<file path="config.mk">
export PLATFORM = sky130hd
export DESIGN_NAME = gregorian_date_offset_flat
export DESIGN_NICKNAME = d
export VERILOG_FILES = /design/src/rtl/core/gdo_pkg.sv /design/src/rtl/core/gdo_req_if.sv /design/src/rtl/core/gdo_rsp_if.sv /design/src/rtl/core/gregorian_date_offset.sv /design/src/rtl/core/gdo_ctrl.sv /design/src/rtl/core/gdo_dp.sv /design/src/flat_wrapper.sv
export SDC_FILE = /design/constraint.sdc
export NUM_CORES = 1
export LEC_CHECK = 0
export BUFFER_PORTS_ARGS = -buffer_cell sky130_fd_sc_hd__buf_2
export CORE_MARGIN = 2
export CORE_UTILIZATION = 45
export CTS_CLUSTER_DIAMETER = 40
export CTS_CLUSTER_SIZE = 40
export DETAILED_ROUTE_END_ITERATION = 8
export GPL_ROUTABILITY_DRIVEN = 1
export REMOVE_ABC_BUFFERS = 1
export SETUP_SLACK_MARGIN = 0.05
export SLEW_MARGIN = 5
export SYNTH_ARGS = -nofsm -noshare
export SYNTH_HDL_FRONTEND = slang
export SYNTH_HIERARCHICAL = 1
export SYNTH_SLANG_ARGS = --single-unit
</file>
<file path="constraint.sdc">
create_clock -name clk_i -period 10.4 [get_ports clk_i]
set_input_delay 2.08 -clock clk_i [delete_from_list [all_inputs] [get_ports clk_i]]
set_output_delay 2.08 -clock clk_i [all_outputs]
set_load 0.02 [all_outputs]
</file>
<file path="src/rtl/core/gdo_pkg.sv">
// gregorian date offset: shared types, constants and calendar functions
// no dependencies; used by the interfaces and every module of the block
package gdo_pkg;

  // calendar constants
  localparam int unsigned YearMin       = 1;
  localparam int unsigned YearMax       = 9999;
  localparam int unsigned YearCycle     = 400;
  localparam int unsigned CenturyYears  = 100;
  localparam int unsigned MonthsPerYear = 12;

  localparam int unsigned YearBits  = 14;
  localparam int unsigned MonthBits = 4;
  localparam int unsigned DayBits   = 5;
  localparam int unsigned OffBits   = 16;
  localparam int unsigned StsBits   = 2;
  // bits of a year taken modulo the 400-year cycle
  localparam int unsigned CycBits   = 9;

  // month codes; January and December are used by the walk and the start check
  localparam logic [MonthBits-1:0] MonthJan = 4'd1;
  localparam logic [MonthBits-1:0] MonthFeb = 4'd2;
  localparam logic [MonthBits-1:0] MonthDec = 4'd12;

  // result status codes
  localparam logic [StsBits-1:0] StatusOk       = 2'd0;
  localparam logic [StsBits-1:0] StatusBadStart = 2'd1;
  localparam logic [StsBits-1:0] StatusRange    = 2'd2;

  // request payload
  typedef struct packed {
    logic                 cmd;
    logic [YearBits-1:0]  start_year;
    logic [MonthBits-1:0] start_month;
    logic [DayBits-1:0]   start_day;
    logic [OffBits-1:0]   offset_days;
  } gdo_req_t;

  // result payload
  typedef struct packed {
    logic [YearBits-1:0]  result_year;
    logic [MonthBits-1:0] result_month;
    logic [DayBits-1:0]   result_day;
    logic [StsBits-1:0]   status;
  } gdo_rsp_t;

  // commands from the controller to the datapath
  typedef struct packed {
    logic load;
    logic reduce;
    logic check;
    logic walk;
    logic publish;
  } gdo_cmd_t;

  // status from the datapath to the controller
  typedef struct packed {
    logic reduce_last;
    logic start_bad;
    logic walk_end;
    logic out_free;
  } gdo_sts_t;

  // leap rule on a year already reduced modulo 400
  function automatic logic is_leap(input logic [CycBits-1:0] r);
    logic century;
    begin
      century = (r == CycBits'(0)) || (r == CycBits'(CenturyYears)) ||
                (r == CycBits'(2 * CenturyYears)) || (r == CycBits'(3 * CenturyYears));
      is_leap = ((r[1:0] == 2'b00) && !century) || (r == CycBits'(0));
    end
  endfunction

  // month length; codes outside 1..12 are flagged by the start check
  function automatic logic [DayBits-1:0] month_days(input logic                 leap,
                                                    input logic [MonthBits-1:0] m);
    begin
      unique case (m)
        4'd2:                    month_days = leap ? 5'd29 : 5'd28;
        4'd4, 4'd6, 4'd9, 4'd11: month_days = 5'd30;
        default:                 month_days = 5'd31;
      endcase
    end
  endfunction

endpackage

</file>
<file path="src/rtl/core/gdo_req_if.sv">
// gregorian date offset: request channel, valid/ready with a date request
// depends on gdo_pkg
interface gdo_req_if import gdo_pkg::*; ();
  logic     valid;
  logic     ready;
  gdo_req_t data;

  modport source (output valid, output data, input ready);
  modport sink   (input valid, input data, output ready);
endinterface

</file>
<file path="src/rtl/core/gdo_rsp_if.sv">
// gregorian date offset: result channel, valid/ready with a result date
// depends on gdo_pkg
interface gdo_rsp_if import gdo_pkg::*; ();
  logic     valid;
  logic     ready;
  gdo_rsp_t data;

  modport source (output valid, output data, input ready);
  modport sink   (input valid, input data, output ready);
endinterface

</file>
<file path="src/rtl/core/gregorian_date_offset.sv">
// gregorian date offset: top level joining controller and datapath
// depends on gdo_pkg, gdo_req_if, gdo_rsp_if, gdo_ctrl, gdo_dp
//
//  channel  dir  payload                                               handshake
//  req_i    in   cmd, start_year, start_month, start_day, offset_days  valid/ready
//  rsp_o    out  result_year, result_month, result_day, status         valid/ready
//
// one request at a time: accept, reduce the year modulo 400 by shifted subtraction,
// check the start date, walk month by month until the day lies in the month or the
// year range ends, then move the result into the output register
// a finished result waits in the output register while the next request is taken
// rsp_o stalls hold the result; a second result waits in the datapath until
// the output register frees; reset clears the state machine and output valid
module gregorian_date_offset import gdo_pkg::*; #(
  parameter int unsigned OFFSET_BITS = 16
) (
  input  logic      clk_i,
  input  logic      rst_ni,
  gdo_req_if.sink   req_i,
  gdo_rsp_if.source rsp_o
);

  gdo_cmd_t cmd;
  gdo_sts_t sts;

  gdo_ctrl u_ctrl (
    .clk_i       (clk_i),
    .rst_ni      (rst_ni),
    .req_valid_i (req_i.valid),
    .req_ready_o (req_i.ready),
    .sts_i       (sts),
    .cmd_o       (cmd)
  );

  gdo_dp #(
    .OFFSET_BITS (OFFSET_BITS)
  ) u_dp (
    .clk_i       (clk_i),
    .rst_ni      (rst_ni),
    .req_i       (req_i.data),
    .cmd_i       (cmd),
    .sts_o       (sts),
    .rsp_ready_i (rsp_o.ready),
    .rsp_valid_o (rsp_o.valid),
    .rsp_o       (rsp_o.data)
  );

endmodule

</file>
<file path="src/rtl/core/gdo_ctrl.sv">
// gregorian date offset: controller state machine
// depends on gdo_pkg; drives gdo_dp through command and status structs
module gdo_ctrl import gdo_pkg::*; (
  input  logic     clk_i,
  input  logic     rst_ni,
  input  logic     req_valid_i,
  output logic     req_ready_o,
  input  gdo_sts_t sts_i,
  output gdo_cmd_t cmd_o
);

  localparam logic [2:0] S_IDLE   = 3'd0;
  localparam logic [2:0] S_REDUCE = 3'd1;
  localparam logic [2:0] S_CHECK  = 3'd2;
  localparam logic [2:0] S_WALK   = 3'd3;
  localparam logic [2:0] S_DONE   = 3'd4;

  logic [2:0] state_q, state_d;

  // next state and commands
  always_comb begin
    state_d     = state_q;
    cmd_o       = '0;
    req_ready_o = 1'b0;
    unique case (state_q)
      S_IDLE: begin
        req_ready_o = 1'b1;
        if (req_valid_i) begin
          cmd_o.load = 1'b1;
          state_d    = S_REDUCE;
        end
      end
      S_REDUCE: begin
        cmd_o.reduce = 1'b1;
        if (sts_i.reduce_last) begin
          state_d = S_CHECK;
        end
      end
      S_CHECK: begin
        cmd_o.check = 1'b1;
        state_d     = sts_i.start_bad ? S_DONE : S_WALK;
      end
      S_WALK: begin
        cmd_o.walk = 1'b1;
        if (sts_i.walk_end) begin
          state_d = S_DONE;
        end
      end
      S_DONE: begin
        if (sts_i.out_free) begin
          cmd_o.publish = 1'b1;
          state_d       = S_IDLE;
        end
      end
      default: begin
        state_d = S_IDLE;
      end
    endcase
  end

  // state register
  always_ff @(posedge clk_i or negedge rst_ni) begin
    if (!rst_ni) begin
      state_q <= S_IDLE;
    end else begin
      state_q <= state_d;
    end
  end

endmodule

</file>
<file path="src/rtl/core/gdo_dp.sv">
// gregorian date offset: datapath with year reduction, month walk and output register
// depends on gdo_pkg; sequenced by gdo_ctrl
module gdo_dp import gdo_pkg::*; #(
  parameter int unsigned OFFSET_BITS = 16
) (
  input  logic     clk_i,
  input  logic     rst_ni,
  input  gdo_req_t req_i,
  input  gdo_cmd_t cmd_i,
  output gdo_sts_t sts_o,
  input  logic     rsp_ready_i,
  output logic     rsp_valid_o,
  output gdo_rsp_t rsp_o
);

  // day counter holds start day plus or minus the offset, with a sign bit
  localparam int unsigned DW = OFFSET_BITS + 2;
  localparam int unsigned NB = (OFFSET_BITS < OffBits) ? OFFSET_BITS : OffBits;
  localparam int unsigned ShBits = 3;
  localparam logic [ShBits-1:0] ShStart = 3'd5;

  logic                  cmd_q;
  logic [YearBits-1:0]   y0_q, y_q;
  logic [MonthBits-1:0]  m0_q, m_q;
  logic [DayBits-1:0]    d0_q;
  logic signed [DW-1:0]  d_q;
  logic [YearBits-1:0]   r_q;
  logic [ShBits-1:0]     sh_q;
  logic [StsBits-1:0]    status_q;
  logic                  out_valid_q;
  gdo_rsp_t              out_q;

  logic [NB-1:0]         off_n;
  logic [YearBits-1:0]   cand;
  logic [CycBits-1:0]    r9, r_next, r_prev, r_back;
  logic [MonthBits-1:0]  m_prev;
  logic [DayBits-1:0]    len_cur, len_prev;
  logic signed [DW-1:0]  len_cur_s, len_prev_s;
  logic                  start_bad, fwd_done, bwd_done, walk_err;

  assign off_n = req_i.offset_days[NB-1:0];
  assign cand  = YearBits'(YearCycle) << sh_q;
  assign r9    = r_q[CycBits-1:0];

  // year neighbors within the 400-year cycle
  assign r_next = (r9 == CycBits'(YearCycle - 1)) ? '0 : r9 + CycBits'(1);
  assign r_prev = (r9 == '0) ? CycBits'(YearCycle - 1) : r9 - CycBits'(1);

  // current month length and the length of the month before
  assign m_prev     = (m_q == MonthJan) ? MonthDec : m_q - MonthBits'(1);
  assign r_back     = (m_q == MonthJan) ? r_prev : r9;
  assign len_cur    = month_days(is_leap(r9), m_q);
  assign len_prev   = month_days(is_leap(r_back), m_prev);
  assign len_cur_s  = $signed({{(DW - DayBits){1'b0}}, len_cur});
  assign len_prev_s = $signed({{(DW - DayBits){1'b0}}, len_prev});

  // start date check
  assign start_bad = (y_q < YearBits'(YearMin)) || (y_q > YearBits'(YearMax)) ||
                     (m_q < MonthJan) || (m_q > MonthDec) ||
                     (d0_q == '0) || (d0_q > len_cur);

  // walk end and range error
  assign fwd_done = (d_q <= len_cur_s);
  assign bwd_done = (d_q > $signed(DW'(0)));
  assign walk_err = cmd_q ? (!bwd_done && m_q == MonthJan && y_q == YearBits'(YearMin))
                          : (!fwd_done && m_q == MonthDec && y_q == YearBits'(YearMax));

  assign sts_o.reduce_last = (sh_q == '0);
  assign sts_o.start_bad   = start_bad;
  assign sts_o.walk_end    = (cmd_q ? bwd_done : fwd_done) || walk_err;
  assign sts_o.out_free    = !out_valid_q || rsp_ready_i;

  // working registers
  always_ff @(posedge clk_i) begin
    if (cmd_i.load) begin
      cmd_q  <= req_i.cmd;
      y0_q   <= req_i.start_year;
      m0_q   <= req_i.start_month;
      d0_q   <= req_i.start_day;
      y_q    <= req_i.start_year;
      m_q    <= req_i.start_month;
      r_q    <= req_i.start_year;
      sh_q   <= ShStart;
      d_q    <= req_i.cmd ? (DW'(req_i.start_day) - DW'(off_n))
                          : (DW'(req_i.start_day) + DW'(off_n));
    end
    if (cmd_i.reduce) begin
      if (r_q >= cand) begin
        r_q <= r_q - cand;
      end
      sh_q <= sh_q - ShBits'(1);
    end
    if (cmd_i.check) begin
      status_q <= start_bad ? StatusBadStart : StatusOk;
    end
    if (cmd_i.walk) begin
      if (walk_err) begin
        status_q <= StatusRange;
      end else if (!cmd_q && !fwd_done) begin
        d_q <= d_q - len_cur_s;
        if (m_q == MonthDec) begin
          m_q <= MonthJan;
          y_q <= y_q + YearBits'(1);
          r_q <= YearBits'(r_next);
        end else begin
          m_q <= m_q + MonthBits'(1);
        end
      end else if (cmd_q && !bwd_done) begin
        d_q <= d_q + len_prev_s;
        m_q <= m_prev;
        r_q <= YearBits'(r_back);
        if (m_q == MonthJan) begin
          y_q <= y_q - YearBits'(1);
        end
      end
    end
  end

  // output register payload
  always_ff @(posedge clk_i) begin
    if (cmd_i.publish) begin
      out_q.status <= status_q;
      if (status_q == StatusOk) begin
        out_q.result_year  <= y_q;
        out_q.result_month <= m_q;
        out_q.result_day   <= d_q[DayBits-1:0];
      end else begin
        out_q.result_year  <= y0_q;
        out_q.result_month <= m0_q;
        out_q.result_day   <= d0_q;
      end
    end
  end

  // output valid
  always_ff @(posedge clk_i or negedge rst_ni) begin
    if (!rst_ni) begin
      out_valid_q <= 1'b0;
    end else if (cmd_i.publish) begin
      out_valid_q <= 1'b1;
    end else if (rsp_ready_i) begin
      out_valid_q <= 1'b0;
    end
  end

  assign rsp_valid_o = out_valid_q;
  assign rsp_o       = out_q;

endmodule
</file>
<file path="src/flat_wrapper.sv">
// flat-port wrapper written by rule: the top's interface ports become plain ports
module gregorian_date_offset_flat import gdo_pkg::*;
#(
  parameter int unsigned OFFSET_BITS = 16
)
  (clk_i, rst_ni, req_i_valid, req_i_data, req_i_ready, rsp_o_valid, rsp_o_data, rsp_o_ready);
  gdo_req_if req_i_i ();
  gdo_rsp_if rsp_o_i ();
  input  logic clk_i;
  input  logic rst_ni;
  input wire logic [$bits(req_i_i.valid)-1:0] req_i_valid;
  input wire logic [$bits(req_i_i.data)-1:0] req_i_data;
  output wire logic [$bits(req_i_i.ready)-1:0] req_i_ready;
  output wire logic [$bits(rsp_o_i.valid)-1:0] rsp_o_valid;
  output wire logic [$bits(rsp_o_i.data)-1:0] rsp_o_data;
  input wire logic [$bits(rsp_o_i.ready)-1:0] rsp_o_ready;
  assign req_i_i.valid = req_i_valid;
  assign req_i_i.data = req_i_data;
  assign req_i_ready = req_i_i.ready;
  assign rsp_o_valid = rsp_o_i.valid;
  assign rsp_o_data = rsp_o_i.data;
  assign rsp_o_i.ready = rsp_o_ready;
  gregorian_date_offset #(.OFFSET_BITS(OFFSET_BITS)) u_core (.clk_i(clk_i), .rst_ni(rst_ni), .req_i(req_i_i), .rsp_o(rsp_o_i));
endmodule
</file>
Yosys cells after proc, flatten, opt, wreduce, memory -nomap -nowiden. Index checks and enable logic that the tools add are counted.

Register bits after elaboration: 108. Bits of input ports: 44. Output and inout bits: 27. Logic and storage cells: 168.

Add/subtract/negate cells: 12. Magnitude comparators: 8. Equality and inequality tests: 29. Shifts and indexed selects: 1. Multiplexer cells: 60. Reduce and logical (&&, ||, !) cells: 42.

Operators by type and width (number): 14-bit 2-to-1 mux (15); 18-bit 2-to-1 mux (6); 4-bit 2-to-1 mux (7); 9-bit equality test, second input constant (3); 9-bit 2-to-1 mux (3); 23-bit 2-to-1 mux (1); 3-bit 2-to-1 mux (7); 4-bit equality test, second input constant (5); 18-bit by 6-bit adder with 18-bit output (1); 9-bit by 7-bit equality test with 1-bit output, second input constant (2); 9-bit by 8-bit equality test with 1-bit output, second input constant (2); 18-bit by 1-bit greater-than comparator with 1-bit output, second input constant (1); 18-bit by 6-bit <= comparator with 1-bit output (1); 9-bit logical NOT (2); 18-bit by 6-bit subtractor with 18-bit output (1); 5-bit by 16-bit adder with 17-bit output (1); 5-bit by 16-bit subtractor with 17-bit output (1); 4-bit by 3-bit equality test with 1-bit output, second input constant (4); 1-bit logical OR (15); 1-bit 2-to-1 mux (15); 3-bit case mux with 5 select lines (1); 14-bit by 1-bit adder with 14-bit output, second input constant (1); 14-bit by 1-bit equality test with 1-bit output, second input constant (1); 14-bit equality test, second input constant (1); 31 further kinds (55).

Longest topological paths before layout. Gate-level depths: netlist of the first run.

Word-level depth: 17. Mapped depth: 19. Depth with buffers taken out: 18.

By module. Netlist of the first run, hierarchy kept.

By module, submodules not included: gdo_dp (instances 1, cells an instance 922, area an instance 8012.7 um2, seq. area each 2627.5 um2); gdo_ctrl (instances 1, cells an instance 25, area an instance 217.7 um2, seq. area each 75.1 um2).

Worst setup path before layout of the first run. Ideal clock, no wire load.

Path type: input to register. From: input port req_i_data[16]. To: register u_core.u_dp.d_q[17]. Library setup time: 0.124 ns. Arrival time: 4.053 ns. Data required time: 10.276 ns. Path slack: 6.223 ns. Cell stages on the path: 10. Buffers on the path: 0. Cell sequence: inv_1 ha_1 fa_1 nor2b_1 o211ai_1 a211o_1 or3_1 o311a_1 o22ai_1 o21ai_0.

Longest elaborated chain between the ends: 7.

RTL lines: start: declaration (RTL line flat_wrapper.sv:12) `input wire logic [$bits(req_i_i.data)-1:0] req_i_data;`; 5-bit by 16-bit subtractor with 17-bit output (*) (RTL line gdo_dp.sv:84) `d_q <= req_i.cmd ? (DW'(req_i.start_day) - DW'(off_n))`; 18-bit 2-to-1 mux (*) (RTL line gdo_dp.sv:84); 18-bit 2-to-1 mux (*) (RTL line gdo_dp.sv:75) `if (cmd_i.load) begin`; 18-bit 2-to-1 mux (RTL line gdo_dp.sv:108) `end else if (cmd_q && !bwd_done) begin`; 18-bit 2-to-1 mux (RTL line gdo_dp.sv:99) `end else if (!cmd_q && !fwd_done) begin`; 18-bit 2-to-1 mux (RTL line gdo_dp.sv:97) `if (walk_err) begin`; 18-bit 2-to-1 mux (*) (RTL line gdo_dp.sv:96) `if (cmd_i.walk) begin`; end signal: assignment (RTL line gdo_dp.sv:84); end signal: assignment (RTL line gdo_dp.sv:100) `d_q <= d_q - len_cur_s;`; end signal: assignment (RTL line gdo_dp.sv:109) `d_q <= d_q + len_prev_s;`; end: declaration (RTL line gdo_dp.sv:26) `logic signed [DW-1:0] d_q;`.

Every way passes the cells marked *; elsewhere a longest branch is shown, timed or not. A chain may end at the register's enable or synchronous reset.

Worst setup path in the final report of the first run.
From: register u_core.u_dp.r_q[5]. To: register u_core.u_dp.r_q[3].

Longest elaborated chain between the ends: 16. Elaborated cells on any way between the ends: 30. Classes of those cells: order compare: 2; eq/ne: 4; mux: 13; reduce/logical: 11.

RTL lines: start: declaration (RTL line gdo_dp.sv:27) `logic [YearBits-1:0] r_q;`; start signal: assignment (RTL line gdo_dp.sv:82) `r_q <= req_i.start_year;`; start signal: assignment (RTL line gdo_dp.sv:89) `r_q <= r_q - cand;`; start signal: assignment (RTL line gdo_dp.sv:104) `r_q <= YearBits'(r_next);`; 9-bit by 7-bit equality test with 1-bit output / 9-bit logical NOT (equally long branches) (RTL line gdo_pkg.sv:68, gdo_pkg.sv:70, gdo_dp.sv:47); 1-bit logical OR (2 in a row) (RTL line gdo_pkg.sv:68) `century = (r == CycBits'(0)) || (r == CycBits'(CenturyYears)) ||`; 1-bit logical OR (RTL line gdo_pkg.sv:69) `(r == CycBits'(2 * CenturyYears)) || (r == CycBits'(3 * CenturyYears));`; 1-bit logical NOT (RTL line gdo_pkg.sv:70) `is_leap = ((r[1:0] == 2'b00) && !century) || (r == CycBits'(0));`; 1-bit logical AND (RTL line gdo_pkg.sv:70); 1-bit logical OR (RTL line gdo_pkg.sv:70); 1-bit 2-to-1 mux (RTL line gdo_pkg.sv:79) `4'd2: month_days = leap ? 5'd29 : 5'd28;`; 2-bit case mux with 2 select lines (RTL line gdo_pkg.sv:78) `unique case (m)`; 18-bit by 6-bit <= comparator with 1-bit output (RTL line gdo_dp.sv:63) `assign fwd_done = (d_q <= len_cur_s);`; 1-bit logical NOT (RTL line gdo_dp.sv:66, gdo_dp.sv:99); 1-bit logical AND (2 in a row) (RTL line gdo_dp.sv:66) `: (!fwd_done && m_q == MonthDec && y_q == YearBits'(YearMax));`; 1-bit 2-to-1 mux (RTL line gdo_dp.sv:65) `assign walk_err = cmd_q ? (!bwd_done && m_q == MonthJan && y_q == YearBits'(YearMin))`; 14-bit 2-to-1 mux (RTL line gdo_dp.sv:97); 14-bit 2-to-1 mux (*) (RTL line gdo_dp.sv:96).

Marked as above.

==> results of run 1 <==
Yosys cell counts (12+ instances only):
library cell,number
nor3_1,21
xnor2_1,25
a211oi_1,13
nand3_1,25
mux2i_1,39
o211ai_1,13
nor2_1,67
nand4_1,12
dfxtp_1,52
and3_1,14
nand2_1,77
mux2_2,24
edfxtp_1,52
o21ai_0,52
xor2_1,12
nor2b_1,16
inv_1,43
clkbuf_1,49
a21oi_1,58
o221ai_1,12
o22ai_1,36
ha_1,43
metrics by stage:
step / hold slack (ns) / cells / setup WS (ns) / total power, W
2_1_floorplan: 0.431 / 879 / 5.16 / 0.00195
3_3_place_gp: 0.465 / 1192 / 5.84 / 0.00233
3_5_place_dp: 0.463 / 1192 / 5.73 / 0.00234
4_1_cts: 0.481 / 1208 / 5.67 / 0.00270
5_1_grt: 0.501 / 1208 / 5.26 / 0.00294
6_report: 0.482 / 1208 / 5.61 / 0.00271
critical path: stages (launching register included):
cell	delay [ns]
dfxtp_1	0.51
inv_1	0.16
a31oi_1	0.20
nor3b_1	0.07
a21oi_1	0.12
o21ai_0	0.12
a21oi_1	0.23
ha_1	0.21
inv_1	0.06
fa_1	0.45
and3_1	0.20
o21ai_1	0.11
buf_4	0.30
o21ai_1	0.20
or2_2	0.66
a21oi_2	0.79
o21ai_0	0.22
flip-flops by register name, indices dropped and copies added (netlist names):
signal and cells:
u_core/u_dp/status_q 2, u_core/u_dp/y0_q 14, u_core/u_dp/m0_q 4, u_core/u_dp/y_q 14, u_core/u_dp/cmd_q 1, u_core/u_dp/m_q 4
u_core/u_dp/rsp_valid_o 1, u_core/u_dp/sh_q 3, u_core/u_dp/d_q 18, u_core/u_ctrl/state_q 3, u_core/u_dp/d0_q 5, u_core/u_dp/r_q 14
u_core/u_dp/rsp_o 25
cells by family after synthesis:
group,synth area share (%)
AND/OR/NAND/NOR,17.9
AO/OA/AOI/OAI,24.0
buffers and inverters,5.52
flip-flops,32.8
multiplexers,8.30
adder cells (fa/ha/maj),7.51
XOR/XNOR,3.94
worst max-delay path by stage:
stage	start	endpoint	slack, ns	cells past startpoint
after detailed placement	u_core/u_dp/r_q[5]$_DFF_P_	u_core/u_dp/r_q[0]$_DFF_P_	5.73	16
after global routing	u_core/u_dp/m_q[1]$_DFF_P_	u_core/u_dp/r_q[5]$_DFF_P_	5.26	17
after global placement	u_core/u_dp/m_q[1]$_DFF_P_	u_core/u_dp/r_q[8]$_DFF_P_	5.84	17
after floorplan	req_i_valid	u_core/u_dp/m_q[1]$_DFF_P_	5.16	4
after CTS	u_core/u_dp/r_q[5]$_DFF_P_	u_core/u_dp/r_q[3]$_DFF_P_	5.67	16
final	u_core/u_dp/r_q[5]$_DFF_P_	u_core/u_dp/r_q[3]$_DFF_P_	5.61	16
area by class of cell:
class / instances / area (µm²)
fillers: 1754 / 8960
well taps: 229 / 287
clock buffers: 12 / 246
multi-input cells: 727 / 5090
clock inverters: 4 / 48.8
repair buffers: 84 / 455
inverters: 44 / 168
flip-flops and latches: 108 / 2700
metal layers:
layer	vias to the layer above	share of wire [%]	global-route usage (%)
met2	207	46	36.0
met3	20	4.4	2.31
met4	0	1.3	6.80
li1	3616	-	-
met1	3503	48	31.6
met5	-	0	0
power groups by stage:
stage               Clock (W)  Sequential, W  Combinational (W)
floorplan                   0       0.000830            0.00112
global placement            0       0.000878            0.00146
detailed placement          0       0.000879            0.00146
CTS                  0.000360       0.000869            0.00147
global route         0.000377       0.000908            0.00165
finish               0.000353       0.000876            0.00148
==> impl_metrics.csv, run 1 <==
group,metric,value,unit
synthesis,synth.largest_area_cell,"edfxtp_1",
cells_and_area,final_cell_mix,"nand2_1, buf_2, nor2_1",
pwr,p_seq_share,32.3,%
timing,setup_viol,0,
clock_network,clk_latency,0.35,ns
timing,fin_crit,4.79,ns
global_route,grt_pass1_wl,35800,µm
timing,max_clock_freq,0.209,GHz
global_route,grt_max_degree,58,
min_path,hold_depth,2,
routing,drtIter0Drc,553,
clock_network,cts_setup_buffers,0,
pwr,p_int,0.00146,W
timing,maxSlewHeadroom,32.0,%
placed_design,placedInstanceArea,8700,µm²
cells_and_area,stdcell_area,9000,µm²
synthesis,ys_ff_latch,108,
floorplan,die-area,19400,µm²
pwr,leakage,3.37,nW
timing,tns,0,ns
setup_path,r2r-start,"u_core/u_dp/r_q[5]$_DFF_P_",
timing,rsz0062_at_grt,"no",
cells_and_area,drive_above_1_share,15.2,%
synthesis,ys_warn_count,6,
clock_network,clkTransAtPathRegs,0.07,ns
routing,vias,7346,
setup_path,cp_data_arrival_time,4.99,ns
clock_network,cts_resized,0,
synthesis,yosysUniqueCellTypes,80,
routing,avgRoutedWirePerCell,17.9,µm
routing,drc,0,
pwr,power_density,301,nW/µm²
clock_network,clock-sinks,108,
setup_path,path_max_fanout,35,
timing,tightest_slew,0.995,ns
synthesis,syn_avg_cell_area,8.69,µm²
placed_design,gp_congestion,0.907,
global_route,antenna_found_initial,0,
synthesis,syn_inst,947,
setup_path,crit_type,"flop to flop",
cells_and_area,layout_commonest_cell,"nand2_1",
floorplan,fp-row-count,49,
synthesis,synthesis.area,8230,µm²
timing,hold_violations,0,
routing,routed_wl,21700,µm
placed_design,hpwl,15300,µm
synthesis,synth_async_sr_flop_share,3.70,%
setup_path,reg2reg_to,"u_core/u_dp/r_q[3]$_DFF_P_",
floorplan,io_pins,71,
cells_and_area,area_growth,9.35,%
pwr,swShare,46.0,%
floorplan,die_x,139,µm
pwr,p_switching,0.00124,W
job,drv_cap,0,
global_route,grtUsageTotal,22.3,%
pwr,combPwrFrac,54.6,%
synthesis,synth_edf_count,52,
timing,final_max_slew_viol_count,0,
clock_network,cts_root_buf,"clkbuf_16",
setup_path,reg2reg_slack,5.61,ns
floorplan,coreArea,18000,µm²
routing,drtAntennaViolNets,0,
synthesis,synth_top_cell_area_share,19.0,%
clock_network,htreeDepth,3,
cells_and_area,num-nets-final,1065,
clock_network,ctsHoldBuffers,0,
pwr,peakVddDrop,0.114,mV
cells_and_area,final_util,50.1,%
setup_path,crit_path_end_kind,"flop",
routing,drtPass1Iterations,5,
setup_path,r2r_cells,16,
synthesis,synth_ff_type,"edfxtp_1",
synthesis,synth_area_leaders,"edfxtp_1, dfxtp_1, ha_1",
clock_network,clk_path_buf_depth,2,
clock_network,numCtsBuffers,9,
floorplan,die_h,139,µm
setup_path,critPathLaunchType,"flop",
floorplan,start_util,45.8,%
routing,vias_per_cell,6.08,
global_route,grt_pass1_vias,6912,
clock_network,cts_tree,"yes",
pwr,p_clk_share,13.0,%
timing,final_min_period_over_clock_period,46.1,%
global_route,grt-ovfl-total,0,
timing,fin_skew,0.00641,ns
min_path,hp-start,"u_core/u_dp/status_q[1]$_DFF_P_",
synthesis,seq_area_frac_synth,32.8,%
min_path,whs_endpoint,"u_core/u_dp/status_q[1]$_DFF_P_",
status,status,"complete, no violations",
setup_path,worstPathRequired,10.60,ns
min_path,hold_class,"flop to flop",
cells_and_area,antenna_cells,0,
placed_design,port_buffers,70,
Note: power is estimated with default switching activity, not from simulation.
==> inputs of run 2 (changes only) <==
Settings changed: ABC_AREA set to 1, PLACE_DENSITY set to 0.65.
Clock period 10.4 ns to 4.34 ns, I/O delays scaled along.
==> run 2 against run 1 <==
Clock power increased by 150%. Sequential power increased by 120%. Non-clock buffer count decreased by 4. Count of clock-buffer cells in the layout decreased by 3. Clock skew increased by 0.0044 ns. Sequential share of layout area decreased by 1.8 points. Total power increased to 2.6 times the previous value. Sequential cell count unchanged. Worst setup slack got worse by 5.1 ns. Global-route usage increased by 1.6 points. Critical endpoint is now u_core/u_dp/d_q[14]$_DFF_P_.
==> impl_metrics.csv, run 2 <==
group,metric,value,unit
synthesis,synth_top_family_by_area,"simple AND/OR/NAND/NOR gates",
floorplan,io_pins,71,
cells_and_area,largest_register_ffs,25,
routing,drtPass1Iterations,5,
floorplan,fp-row-count,50,
clock_network,clkTransAtPathRegs,0.08,ns
setup_path,path_max_fanout,7,
setup_path,crit_path_end_kind,"flop",
synthesis,synth_compound_gate_area_share,14.3,%
min_path,hold_class,"input pin to asynchronous set/reset pin",
synthesis,ys_top_cells_by_count,"nand2_1, inv_1, nor2_1",
setup_path,cp_data_arrival_time,4.10,ns
routing,drtAntennaViolNets,0,
timing,rsz0062_at_grt,"no",
synthesis,seq_area_frac_synth,31.0,%
floorplan,die-area,20500,µm²
routing,vias,8531,
cells_and_area,seq_area,2700,µm²
synthesis,muxShareOfSynthArea,0,%
cells_and_area,multi_input_area,5250,µm²
clock_network,cts_root_buf,"clkbuf_16",
floorplan,die_x,143,µm
pwr,peakVddDrop,0.247,mV
synthesis,ys_ff_latch,108,
global_route,grtUsageMet2,37.6,%
cells_and_area,final_cell_mix,"nand2_1, inv_1, nor2_1",
timing,hold_violations,0,
setup_path,r2r_cells,27,
global_route,grtUsageTotal,23.9,%
synthesis,synth.largest_area_cell,"edfxtp_1",
synthesis,synth_async_sr_flop_share,3.70,%
routing,routed_wl,23900,µm
placed_design,place_ws,0.515,ns
timing,fin_crit,3.84,ns
global_route,grt-ovfl-total,0,
setup_path,worstPathRequired,4.61,ns
global_route,grt_max_degree,75,
global_route,grt_pass1_vias,7881,
placed_design,gp_congestion,0.954,
routing,drc,0,
global_route,busiest_layer,"met2",
global_route,grt_pass1_wl,39400,µm
synthesis,synth_edf_count,52,
routing,avgRoutedWirePerCell,14.8,µm
timing,fin_skew,0.0108,ns
cells_and_area,area_growth,9.96,%
pwr,leakage,4.48,nW
cells_and_area,num-nets-final,1434,
synthesis,yosysUniqueCellTypes,52,
clock_network,clock-sinks,108,
cells_and_area,stdcell_area,9570,µm²
routing,drtIter0Drc,693,
placed_design,placedInstanceArea,9270,µm²
synthesis,yosysMostFrequentCell,"nand2_1",
clock_network,htreeDepth,3,
synthesis,syn_inst,1293,
synthesis,ys_warn_count,6,
cells_and_area,fillCellCount,1937,
cells_and_area,drive_above_1_share,10.8,%
pwr,power_density,731,nW/µm²
synthesis,synthXorXnorAreaFrac,4.73,%
floorplan,coreArea,18800,µm²
synthesis,synth_area_leaders,"edfxtp_1, nand2_1, dfxtp_1",
timing,final_max_slew_viol_count,0,
synthesis,synth_ff_type,"edfxtp_1",
setup_path,critPathLaunchType,"flop",
global_route,grtUsageMet1,35.0,%
clock_network,ctsHoldBuffers,0,
synthesis,synthesis.area,8700,µm²
synthesis,synthSimpleGateAreaFrac,33.9,%
global_route,antenna_found_initial,0,
status,status,"complete, no violations",
cells_and_area,layout_commonest_cell,"nand2_1",
cells_and_area,antenna_cells,0,
job,drv_cap,0,
routing,vias_per_cell,5.31,
clock_network,clk_latency,0.37,ns
setup_path,r2r-start,"u_core/u_dp/m_q[1]$_DFF_P_",
floorplan,start_util,46.2,%
clock_network,cts_tree,"yes",
synthesis,synthAdderAreaFrac,7.10,%
timing,tightest_slew,0.881,ns
clock_network,numCtsBuffers,9,
setup_path,crit_type,"flop to flop",
placed_design,hpwl,17800,µm
setup_path,reg2reg_slack,0.50,ns
pwr,power,0.00700,W
setup_path,reg2reg_to,"u_core/u_dp/d_q[14]$_DFF_P_",
timing,fin_ws,0.503,ns
timing,setup_viol,0,
clock_network,clk_path_buf_depth,2,
floorplan,die_h,143,µm
clock_network,cts_setup_buffers,0,
placed_design,port_buffers,70,
global_route,grt_util_met3,2.65,%
timing,max_clock_freq,0.261,GHz
synthesis,synth_top_cell_area_share,17.9,%
synthesis,syn_avg_cell_area,6.73,µm²
clock_network,cts_resized,0,
timing,maxSlewHeadroom,41.3,%
timing,final_min_period_over_clock_period,88.4,%
[run 2: cell type report]
cell class | count | area share (%)
repair buffers | 80 | 4.44
well taps | 260 | 3.40
inverters | 152 | 5.99
clock inverters | 7 | 0.784
flip-flops and latches | 108 | 28.2
clock buffers | 9 | 2.35
multi-input cells | 992 | 54.8
[run 2: critical path, stage by stage, from the launching register on]
cell     delay, ns
dfxtp_1       0.36
inv_1         0.17
ha_1          0.34
nand2_2       0.21
nor2_2        0.16
nand3_2       0.15
nand3_1       0.18
nor2_1        0.06
nand3_1       0.08
nand2_1       0.06
nand2_1       0.05
nand2_1       0.04
nand2_1       0.06
nand2_1       0.05
nand2_1       0.05
ha_1          0.16
inv_1         0.06
fa_1          0.41
inv_1         0.08
nor2_1        0.05
nand2_1       0.10
nand2_1       0.15
nor4_2        0.35
nand3_1       0.11
nand3_1       0.10
nand2_1       0.05
nand2_1       0.05
nand2_1       0.05
[run 2: how the worst max path moves through the flow]
stage | from | end | slack [ns] | cells past startpoint
floorplan | req_i_valid | u_core/u_dp/d_q[16]$_DFF_P_ | -0.74 | 7
global placement | u_core/u_dp/m_q[1]$_DFF_P_ | u_core/u_dp/d_q[14]$_DFF_P_ | 0.65 | 27
detailed placement | u_core/u_dp/m_q[1]$_DFF_P_ | u_core/u_dp/d_q[14]$_DFF_P_ | 0.51 | 22
CTS | u_core/u_dp/m_q[1]$_DFF_P_ | u_core/u_dp/d_q[14]$_DFF_P_ | 0.51 | 22
global route | u_core/u_dp/m_q[1]$_DFF_P_ | u_core/u_dp/d_q[16]$_DFF_P_ | 0.07 | 28
finish | u_core/u_dp/m_q[1]$_DFF_P_ | u_core/u_dp/d_q[14]$_DFF_P_ | 0.50 | 27
[run 2: per-layer routing]
layer  vias to the layer above  part of all wire, %
met5                         -                    0
met4                         0                  1.0
met3                        22                  4.7
met2                       239                   45
met1                      3924                   50
li1                       4346                    -
[run 2: report_power, final]
group          internal [W]  switching [W]  total (W)
Sequential          0.00152       0.000433    0.00195
Combinational       0.00146        0.00272    0.00418
Clock              0.000452       0.000413   0.000865
[run 2: kinds of logic (layout without fill, tap and decap cells)]
family / after synthesis / in the layout
AO/OA/AOI/OAI: 226 / 226
XOR/XNOR: 47 / 47
adder cells (fa/ha/maj): 47 / 47
buffers and inverters: 193 / 248
flip-flops: 108 / 108
AND/OR/NAND/NOR: 672 / 672
[run 2: through the flow]
| stage | setup TNS [ns] | cells | util, % | hold WS [ns] |
|---|---|---|---|---|
| 2_1_floorplan | -8.60 | 1252 | - | 0.431 |
| 3_3_place_gp | 0 | 1592 | 49.2 | 0.468 |
| 3_5_place_dp | 0 | 1592 | 49.2 | 0.471 |
| 4_1_cts | 0 | 1608 | 50.8 | 0.285 |
| 5_1_grt | 0 | 1608 | 50.8 | 0.290 |
| 6_report | 0 | 1608 | 50.8 | 0.293 |
==> inputs of run 3 (changes only) <==
Settings changed: REMOVE_ABC_BUFFERS 1 to unset, SLEW_MARGIN 5 to unset.
==> run 3 against run 2 <==
Design area rose by 0.39%. Largest cell class unchanged. Largest power group unchanged. Worst hold slack got worse by 0.0013 ns. Count of clock-buffer cells in the layout unchanged. Critical path type unchanged.
==> impl_metrics.csv, run 3 (synthesis gave the netlist of run 2 again) <==
group,metric,value,unit
routing,drtIter0Drc,741,
timing,maxSlewHeadroom,45.2,%
cells_and_area,area_growth,10.4,%
floorplan,fp-row-count,50,
clock_network,numCtsBuffers,9,
timing,tightest_slew,0.822,ns
setup_path,crit_path_end_kind,"flop",
routing,avgRoutedWirePerCell,14.7,µm
clock_network,clk_latency,0.36,ns
setup_path,max_stage_delay,0.42,ns
routing,vias_per_cell,5.31,
global_route,grt_pass1_vias,7865,
cells_and_area,final_util,51.0,%
routing,drc,0,
routing,drtPass1Iterations,6,
global_route,grt_pass1_wl,39200,µm
pwr,p_clk_share,12.1,%
timing,max_clock_freq,0.255,GHz
setup_path,cpMaxStageDelayCell,"fa_1",
cells_and_area,fillCellCount,1903,
timing,fin_crit,3.92,ns
floorplan,start_util,46.2,%
pwr,combPwrFrac,60.2,%
placed_design,placedInstanceArea,9290,µm²
placed_design,port_buffers,70,
timing,tns,0,ns
timing,final_max_slew_viol_count,0,
clock_network,clkTransAtPathRegs,0.08,ns
synthesis,synth_fp_nets,1384,
setup_path,critPathMostFrequentCell,"nand2_1",
setup_path,worstPathRequired,4.65,ns
placed_design,gp_congestion,0.982,
pwr,peakVddDrop,0.262,mV
routing,vias,8541,
global_route,grtUsageTotal,23.9,%
cells_and_area,largest_register_ffs,25,
pwr,power_density,728,nW/µm²
min_path,hold_class,"input pin to asynchronous set/reset pin",
global_route,antenna_found_initial,0,
timing,hold_violations,0,
pwr,p_int,0.00341,W
cells_and_area,drive_above_1_share,11.0,%
timing,setup_viol,0,
timing,fin_skew,0.0111,ns
clock_network,htreeDepth,3,
pwr,p_switching,0.00358,W
cells_and_area,num-nets-final,1435,
routing,drtAntennaViolNets,0,
cells_and_area,fin_cells,1609,
clock_network,cts_tree,"yes",
global_route,grt-ovfl-total,0,
clock_network,ctsHoldBuffers,0,
pwr,swShare,51.2,%
clock_network,cts_setup_buffers,0,
cells_and_area,layout_commonest_cell,"nand2_1",
floorplan,die-area,20500,µm²
setup_path,cp_data_arrival_time,4.24,ns
global_route,grt_max_degree,75,
floorplan,die_x,143,µm
setup_path,crit_type,"flop to flop",
clock_network,clk_path_buf_depth,2,
clock_network,cts_root_buf,"clkbuf_16",
floorplan,io_pins,71,
clock_network,cts_resized,0,
cells_and_area,antenna_cells,0,
pwr,p_seq_share,27.7,%
timing,whs,0.292,ns
timing,final_min_period_over_clock_period,90.4,%
floorplan,coreArea,18800,µm²
placed_design,hpwl,17700,µm
routing,routed_wl,23700,µm
placed_design,post-place-cells,1593,
job,drv_cap,0,
pwr,leakage,4.49,nW
cells_and_area,stdcell_area,9610,µm²
setup_path,path_max_fanout,7,
cells_and_area,final_cell_mix,"nand2_1, inv_1, nor2_1",
status,status,"complete, no violations",
clock_network,clock-sinks,108,
floorplan,die_h,143,µm
timing,rsz0062_at_grt,"no",
setup_path,critPathLaunchType,"flop",
==> run 3: final timing paths <==
check | to | depth (start not counted) | start | slack (ns)
min in group clk_i | u_core/u_dp/status_q[1]$_DFF_P_ | 2 | u_core/u_dp/status_q[1]$_DFF_P_ | 0.50
worst max register to register | u_core/u_dp/d_q[16]$_DFF_P_ | 28 | u_core/u_dp/m_q[1]$_DFF_P_ | 0.42
max in group asynchronous | u_core/u_ctrl/state_q[1]$_DFFE_PN0P_ | 1 | rst_ni | 3.92
worst min register to register | u_core/u_dp/status_q[1]$_DFF_P_ | 2 | u_core/u_dp/status_q[1]$_DFF_P_ | 0.50
worst min-delay path | u_core/u_dp/rsp_valid_o$_DFFE_PN0P_ | 1 | rst_ni | 0.29
worst max-delay path | u_core/u_dp/d_q[16]$_DFF_P_ | 28 | u_core/u_dp/m_q[1]$_DFF_P_ | 0.42
==> run 3: stage by stage <==
| stage | power (W) | setup slack [ns] |
|---|---|---|
| floorplan | 0.00512 | 0.394 |
| global placement | 0.00606 | 0.322 |
| detailed placement | 0.00610 | 0.314 |
| CTS | 0.00697 | 0.283 |
| global route | 0.00773 | 0.0684 |
| finish | 0.00700 | 0.416 |
==> run 3: power by group through the flow <==
stage	registers [W]	clock network [W]	logic (W)
after CTS	0.00193	0.000871	0.00417
after global routing	0.00199	0.000914	0.00482
after detailed placement	0.00195	0	0.00415
after global placement	0.00195	0	0.00411
after floorplan	0.00183	0	0.00329
final	0.00194	0.000848	0.00421
==> run 3: final cells by class <==
| cell class | instances | area (µm²) | share of cell area [%] |
|---|---|---|---|
| clock buffers | 9 | 225 | 2.34 |
| clock inverters | 7 | 81.3 | 0.846 |
| repair buffers | 81 | 445 | 4.64 |
| flip-flops and latches | 108 | 2700 | 28.1 |
| inverters | 152 | 573 | 5.96 |
| well taps | 260 | 325 | 3.39 |
| multi-input cells | 992 | 5260 | 54.7 |
==> run 3: worst max-delay path: cells and delay by family, from the launching register on <==
kind / cells / cell delay (ns)
adder cells (fa/ha/maj): 3 / 0.89
AND/OR/NAND/NOR: 22 / 2.27
buffers and inverters: 3 / 0.31
flip-flops: 1 / 0.37
==> run 3: routing by layer <==
layer / up-vias / wire, µm / GRT usage (%)
met5: - / 0 / 0
met2: 231 / 10400 / 37.1
met3: 33 / 1130 / 3.02
li1: 4363 / - / -
met4: 0 / 490 / 6.98
met1: 3914 / 11700 / 34.6
